**src/design/awpia_pkg.sv**
```systemverilog
package awpia_pkg;

	localparam int POS_W = 11;
	localparam int VAL_W = 64;

	localparam logic [2:0] OP_GET    = 3'd0;
	localparam logic [2:0] OP_SET    = 3'd1;
	localparam logic [2:0] OP_INSERT = 3'd2;
	localparam logic [2:0] OP_DELETE = 3'd3;
	localparam logic [2:0] OP_FIND   = 3'd4;
	localparam logic [2:0] OP_CLEAR  = 3'd5;

	localparam logic [1:0] ST_OK        = 2'd0;
	localparam logic [1:0] ST_BAD_INDEX = 2'd1;
	localparam logic [1:0] ST_FULL      = 2'd2;

	typedef struct packed {
		logic [2:0]              operation;
		logic [POS_W-1:0]        position;
		logic signed [VAL_W-1:0] operand_value;
		logic [POS_W-1:0]        range_end;
		logic                    end_is_length;
	} in_item_t;

	typedef struct packed {
		logic signed [VAL_W-1:0] read_value;
		logic [9:0]              match_index;
		logic                    match_found;
		logic [1:0]              status;
		logic [6:0]              entry_width;
		logic [POS_W-1:0]        entry_count;
	} out_item_t;

	typedef enum logic [3:0] {
		S_IDLE, S_CHECK, S_INS_TEST, S_INS_WR, S_DEL_TEST, S_DEL_WR,
		S_FIND_RD, S_FIND_CMP, S_PUT, S_FINISH
	} state_t;

	typedef enum logic [1:0] {RA_POS, RA_IDX, RA_IDX_DN, RA_IDX_UP} raddr_t;

	typedef struct packed {
		logic   load;
		logic   chk;
		logic   rd_en;
		raddr_t rd_sel;
		logic   wr_shift;
		logic   wr_val;
		logic   idx_ld_len;
		logic   idx_ld_pos;
		logic   idx_inc;
		logic   idx_dec;
		logic   commit;
		logic   hit;
		logic   finish;
	} cmd_t;

	typedef struct packed {
		logic [2:0] op;
		logic       bad;
		logic       full;
		logic       scan;
		logic       idx_above_pos;
		logic       more_del;
		logic       more_find;
		logic       match;
		logic       out_free;
	} stat_t;

	// Width code a value needs: codes 0..7 stand for widths 0,1,2,4,8,16,32,64.
	function automatic logic [2:0] need_code(input logic [VAL_W-1:0] v);
		logic [VAL_W-1:0] f;
		logic [2:0] c;
		f = v[VAL_W-1] ? ~v : v;
		if (v[VAL_W-1:4] == '0) begin
			case (v[3:0])
				4'd0: c = 3'd0;
				4'd1: c = 3'd1;
				4'd2, 4'd3: c = 3'd2;
				default: c = 3'd3;
			endcase
		end else if (f[VAL_W-1:31] != '0) begin
			c = 3'd7;
		end else if (f[30:15] != '0) begin
			c = 3'd6;
		end else if (f[14:7] != '0) begin
			c = 3'd5;
		end else begin
			c = 3'd4;
		end
		return c;
	endfunction

	function automatic logic [6:0] code_width(input logic [2:0] c);
		return (c == 3'd0) ? 7'd0 : (7'd1 << (c - 3'd1));
	endfunction

endpackage

```
**src/design/awpia_ctrl.sv**
```systemverilog
module awpia_ctrl
	import awpia_pkg::*;
(
	input  logic  clk,
	input  logic  arst_n,
	input  logic  in_valid,
	output logic  in_ready,
	input  stat_t stat,
	output cmd_t  cmd
);

	state_t state_q, state_d;

	always_ff @(posedge clk or negedge arst_n) begin
		if (!arst_n) begin
			state_q <= S_IDLE;
		end else begin
			state_q <= state_d;
		end
	end

	always_comb begin
		state_d = state_q;
		cmd = '0;
		cmd.rd_sel = RA_POS;
		in_ready = 1'b0;
		unique case (state_q)
			S_IDLE: begin
				in_ready = 1'b1;
				if (in_valid) begin
					cmd.load = 1'b1;
					state_d = S_CHECK;
				end
			end
			S_CHECK: begin
				cmd.chk = 1'b1;
				state_d = S_FINISH;
				case (stat.op)
					OP_GET: begin
						if (!stat.bad) begin
							cmd.rd_en = 1'b1;
							cmd.rd_sel = RA_POS;
						end
					end
					OP_SET: begin
						if (!stat.bad && !stat.full) begin
							state_d = S_PUT;
						end
					end
					OP_INSERT: begin
						if (!stat.bad && !stat.full) begin
							cmd.idx_ld_len = 1'b1;
							state_d = S_INS_TEST;
						end
					end
					OP_DELETE: begin
						if (!stat.bad) begin
							cmd.idx_ld_pos = 1'b1;
							state_d = S_DEL_TEST;
						end
					end
					OP_FIND: begin
						if (stat.scan) begin
							cmd.idx_ld_pos = 1'b1;
							state_d = S_FIND_RD;
						end
					end
					OP_CLEAR: cmd.commit = 1'b1;
					default: ;
				endcase
			end
			// Entries above the insert point move up one place, top first.
			S_INS_TEST: begin
				if (stat.idx_above_pos) begin
					cmd.rd_en = 1'b1;
					cmd.rd_sel = RA_IDX_DN;
					state_d = S_INS_WR;
				end else begin
					state_d = S_PUT;
				end
			end
			S_INS_WR: begin
				cmd.wr_shift = 1'b1;
				cmd.idx_dec = 1'b1;
				state_d = S_INS_TEST;
			end
			S_DEL_TEST: begin
				if (stat.more_del) begin
					cmd.rd_en = 1'b1;
					cmd.rd_sel = RA_IDX_UP;
					state_d = S_DEL_WR;
				end else begin
					cmd.commit = 1'b1;
					state_d = S_FINISH;
				end
			end
			S_DEL_WR: begin
				cmd.wr_shift = 1'b1;
				cmd.idx_inc = 1'b1;
				state_d = S_DEL_TEST;
			end
			S_FIND_RD: begin
				cmd.rd_en = 1'b1;
				cmd.rd_sel = RA_IDX;
				state_d = S_FIND_CMP;
			end
			S_FIND_CMP: begin
				if (stat.match) begin
					cmd.hit = 1'b1;
					state_d = S_FINISH;
				end else if (stat.more_find) begin
					cmd.idx_inc = 1'b1;
					state_d = S_FIND_RD;
				end else begin
					state_d = S_FINISH;
				end
			end
			S_PUT: begin
				cmd.wr_val = 1'b1;
				cmd.commit = 1'b1;
				state_d = S_FINISH;
			end
			S_FINISH: begin
				if (stat.out_free) begin
					cmd.finish = 1'b1;
					state_d = S_IDLE;
				end
			end
			default: state_d = S_IDLE;
		endcase
	end

endmodule

```
**config.mk**
```make
export PLATFORM = sky130hd
export DESIGN_NAME = awpia_ctrl
export DESIGN_NICKNAME = d
export VERILOG_FILES = /design/src/design/awpia_pkg.sv /design/src/design/awpia_ctrl.sv
export SDC_FILE = /design/constraint.sdc
export NUM_CORES = 1
export LEC_CHECK = 0
export BUFFER_PORTS_ARGS = -buffer_cell sky130_fd_sc_hd__clkbuf_2
export CORE_MARGIN = 3
export CORE_UTILIZATION = 44
export DETAILED_ROUTE_END_ITERATION = 12
export GPL_ROUTABILITY_DRIVEN = 0
export PLACE_DENSITY_LB_ADDON = 0.25
export SYNTH_ARGS = -nofsm -noshare
export SYNTH_HDL_FRONTEND = slang
export SYNTH_SLANG_ARGS = --single-unit
```
**constraint.sdc**
```tcl
create_clock -name clk -period 1.72 [get_ports clk]
set_clock_uncertainty 0.15 [all_clocks]
set_input_delay 0.086 -clock clk [delete_from_list [all_inputs] [get_ports clk]]
set_output_delay 0.086 -clock clk [all_outputs]
set_load 0.005 [all_outputs]
```
After elaboration in Yosys (flattened, before gate mapping)
Cells that the tools add are included.
- flip-flop bits (word level): 4
- latch bits: 0
- RAM bits: 0
- bits in read-only memories: 0
- bits of input ports: 14
- output and inout port bits: 15
- memories: 0
- add/sub/neg operators: 0
- $mul: 0
- div/mod/pow operators: 0
- $lt $le $gt $ge: 0
- equal/unequal tests: 16
- shift operators: 0
- muxes and demuxes: 40
- bitwise logic cells: 0
- reductions and logical operators: 7
- operators by type and width (cell ; count):
    4-bit one-hot mux with 10 select lines ; 1
    4-bit 2-to-1 mux ; 9
    1-bit 2-to-1 mux ; 20
    4-bit by 3-bit equality test with 1-bit output (second input constant) ; 4
    4-bit one-hot mux with 4 select lines ; 1
    3-bit 2-to-1 mux ; 4
    3-bit one-hot mux with 4 select lines ; 1
    4-bit by 2-bit equality test with 1-bit output (second input constant) ; 2
    4-bit equality test (second input constant) ; 2
    3-bit by 2-bit equality test with 1-bit output (second input constant) ; 2
    3-bit equality test (second input constant) ; 2
    4-bit by 1-bit equality test with 1-bit output (second input constant) ; 1
    4-bit zero test ; 1
    2-bit inequality test (second input constant) ; 2
    1-bit one-hot mux with 2 select lines ; 2
    3-bit by 1-bit equality test with 1-bit output (second input constant) ; 1
    3-bit zero test ; 1
    1-bit one-hot mux with 3 select lines ; 1
    1-bit zero test ; 2
    2-bit 2-to-1 mux ; 1
    2-bit AND reduction ; 1
    2-bit OR reduction ; 1
    1-bit logical AND ; 1

Longest topological paths before layout
- depth in word-level cells: 5
- mapped depth: 7

Least setup slack after synthesis
Ideal clock, no wire load.
- kind: flip-flop to flip-flop
- start: reg state_q[0]
- end: reg state_q[3]
- data arrival time: 1.157 ns
- data required time: 1.439 ns
- path slack: 0.282 ns
- stages on the path, launching flop included: 6
- cell sequence: dfrtp_1 -> buf_6 -> nor2b_2 -> a32oi_1 -> nor2_1 -> or3_1
- cells in the longest elaborated chain, start to end: 3
- elaborated cells between the ends (all ways): 14
- those cells by class: 11 x eq/ne; 1 x mux; 2 x reduce/logical
- RTL lines (what ; line ; text):
    from (decl) ; awpia_ctrl.sv:12 ; state_t state_q, state_d;
    from (signal assigned) ; awpia_ctrl.sv:18 ; state_q <= state_d;
    4-bit equality test or 4-bit zero test (tied branches) ; awpia_ctrl.sv:27 ; unique case (state_q)
    2-bit inequality test (no line) ; - ;
    2-bit AND reduction (no line) ; - ;
Parallel ways exist; a longest one is shown, timed or not.
A chain may end at the register's enable or synchronous reset.

==> results.cfg <==
[outcome]
status = completed

[clocking]
cts_root_buf = clkbuf_4
cts_sinks = 4
cts_max_level = 1
cts_tree = yes
clk_latency_ns = 0.24
clk_pin_slew_ns = 0.04
clk_path_buf_depth = 2
numCtsBuffers = 3

[grt]
grt_first_pass_wirelength_um = 2640
antenna_found_initial = 0
grt_pass1_vias = 615
use_met2 = 0.309
grt_max_degree = 13
grt_most_used_layer = met2
use_met1 = 0.250
use_met3 = 0.0515
grt-ovfl-total = 0
grt_use_total = 0.189

[sta]
whs_ns = 0.0483
rsz0062_at_grt = true
final_max_slew_viol_count = 0
setup_viol = 0
max_freq_ghz = 0.601
hold_viol = 0
worstMarginPinSlew_ns = 0.299
fin_ws_ns = 0.0561
finalCritPeriodShare = 0.967
relSlewSlack = 0.800
period_minus_slack_ns = 1.66

[synthesis]
synth_nets = 96
synth_largest_area_cell = dfrtp_1
synth.area.top_cells = dfrtp_1, nand2_1, nor2_1, nand2b_1, inv_1
syn_area_um2 = 572
ys_seq_elements = 4
synth_cell_type_count = 39
yosysSeqAreaShare = 0.175
synth_flop_cell = dfrtp_1
syn_area_per_cell_um2 = 6.97
synth_warnings = 0
async_flop_share = 1.00
syn_inst = 82
yosys.area.top_type_share = 0.175
synth_edf_count = 0

[critical_path]
r2r-start = state_q[3]$_DFFE_PN0P_
crit_required_ns = 1.48
rr_endpoint = state_q[1]$_DFFE_PN0P_
start_kind = flop
path_max_fanout = 7
crit_path_end_kind = primary output
path_class = flop to primary output
startpoint = state_q[3]$_DFFE_PN0P_
ff2ff_setup_slack_ns = 0.14
reg2reg_depth = 5
crit_arrival_ns = 1.43

[floorplan]
ios = 29
die_h_um = 42.1
num_rows = 12
die_area_mm2 = 0.00177
die_w_um = 42.1
start_util = 0.495
core_area_mm2 = 0.00116

[detailed_routing]
dr.first_iter.drc_count = 17
drc_errors = 0
drt-total-wl_um = 1680
vias = 718
avgViaCountPerCell = 5.52
detail-route-antenna-nets = 0
detail_route.wl_per_cell_um = 12.9
first_pass_iters = 3

[place]
dp.cells = 122
dp_slack_ns = 0.116
postPlaceCellArea_um2 = 718
dp.final_hpwl_um = 1260
io_buffers = 28

[final_layout]
area_growth_pct = 42.7
design_area_um2 = 816
drive_gt1_frac = 0.448
fin_nets = 132
reg_top3 = state_q x4
largest-register = state_q
fin_cells = 130
antenna_cells = 0
largest_reg_flops = 4

[power_and_ir_drop]
cellPowerDensity_mw_per_mm2 = 1270
leakagePower_nw = 0.416
ir_drop_mv = 0.978

[run]
cap_viol_max_count = 0

[hold_path]
hold_class = input pin to asynchronous set/reset pin
[metrics by stage]
step / total power (W) / util / setup TNS (ns)
6_report: 0.00104 / 0.706 / 0
5_1_grt: 0.00115 / 0.706 / -0.134
4_1_cts: 0.000952 / 0.668 / 0
2_1_floorplan: 0.000646 / - / 0
3_3_place_gp: 0.000790 / 0.621 / 0
3_5_place_dp: 0.000803 / 0.621 / 0
[worst max-delay path, cell delays in order (launching register included)]
cell and delay (ns):
dfrtp_2 0.47, nor2_4 0.15, nand3_2 0.08, o32a_1 0.29, nor2_1 0.09, buf_2 0.11
[cell families after synthesis]
kind of cell | count (synthesis) | synth area share
simple gates | 45 | 0.429
compound gates | 19 | 0.258
buf+inv | 12 | 0.105
flops | 4 | 0.175
xor+xnor | 1 | 0.0153
fa+ha+maj | 1 | 0.0175
[worst max-delay path by stage]
stage | slack (ns) | depth (start not counted) | to
after floorplan | 0.28 | 5 | state_q[3]$_DFFE_PN0P_
after global placement | 0.14 | 4 | state_q[3]$_DFFE_PN0P_
after detailed placement | 0.12 | 4 | state_q[3]$_DFFE_PN0P_
after CTS | 0.02 | 5 | cmd[11]
after global routing | -0.05 | 5 | cmd[2]
final | 0.06 | 5 | cmd[2]
[cells in the mapped netlist (2+ instances only)]
| library cell | instances |
|---|---|
| nand2_1 | 10 |
| nor2_1 | 9 |
| inv_1 | 6 |
| dfrtp_1 | 4 |
| nand2b_1 | 4 |
| nor3_1 | 4 |
| buf_2 | 3 |
| o21ai_0 | 3 |
| a21oi_1 | 2 |
| a21oi_2 | 2 |
| a31oi_1 | 2 |
| and4_1 | 2 |
| nand3_1 | 2 |
| nor2b_2 | 2 |
| nor3b_1 | 2 |
| or3_1 | 2 |
[area by class of cell]
| cell class | instances | area (um^2) |
|---|---|---|
| Fill cell | 106 | 340 |
| Multi-Input combinational cell | 66 | 440 |
| Clock buffer | 3 | 22.5 |
| Inverter | 7 | 26.3 |
| Sequential cell | 4 | 104 |
| Tap cell | 14 | 17.5 |
| Timing Repair Buffer | 36 | 205 |
[where the power goes]
group	leakage (nW)	total, W	internal [W]	switching, W
logic	0.355	0.000705	0.000355	0.000350
registers	0.0469	0.000216	0.000133	0.0000834
clock network	0.0138	0.000117	0.0000780	0.0000387
[timing repair]
| item | CTS | global route |
|---|---|---|
| setup buffers | 0 | 3 |
| resized for setup | 3 | 8 |
| setup endpoints to repair | 2 | 9 |
| hold endpoints to repair | 5 | 0 |
| hold buffers | 2 | 0 |
| pin swaps | 0 | 2 |
[cells in the final DEF (no fill, tap or decap), types with 2 or more instances in the layout]
master	netlist	final
clkbuf_2	0	27
nand2_1	10	10
nor2_1	9	8
inv_1	6	6
buf_4	1	6
nand2b_1	4	4
nor3_1	4	4
clkbuf_4	0	3
dfrtp_2	0	3
nor2b_4	0	2
a21oi_2	2	2
a21oi_1	2	2
a31oi_1	2	2
o21ai_0	3	2
nor3b_1	2	2
and4_1	2	2
or3_1	2	2
dlygate4sd3_1	0	2
[metal layers]
layer | vias to the layer above | routed length, um
li1 | 360 | -
met1 | 337 | 755
met2 | 21 | 820
met3 | 0 | 107
met4 | 0 | 0
met5 | - | 0
No activity file was read; power rests on OpenSTA's default activity.
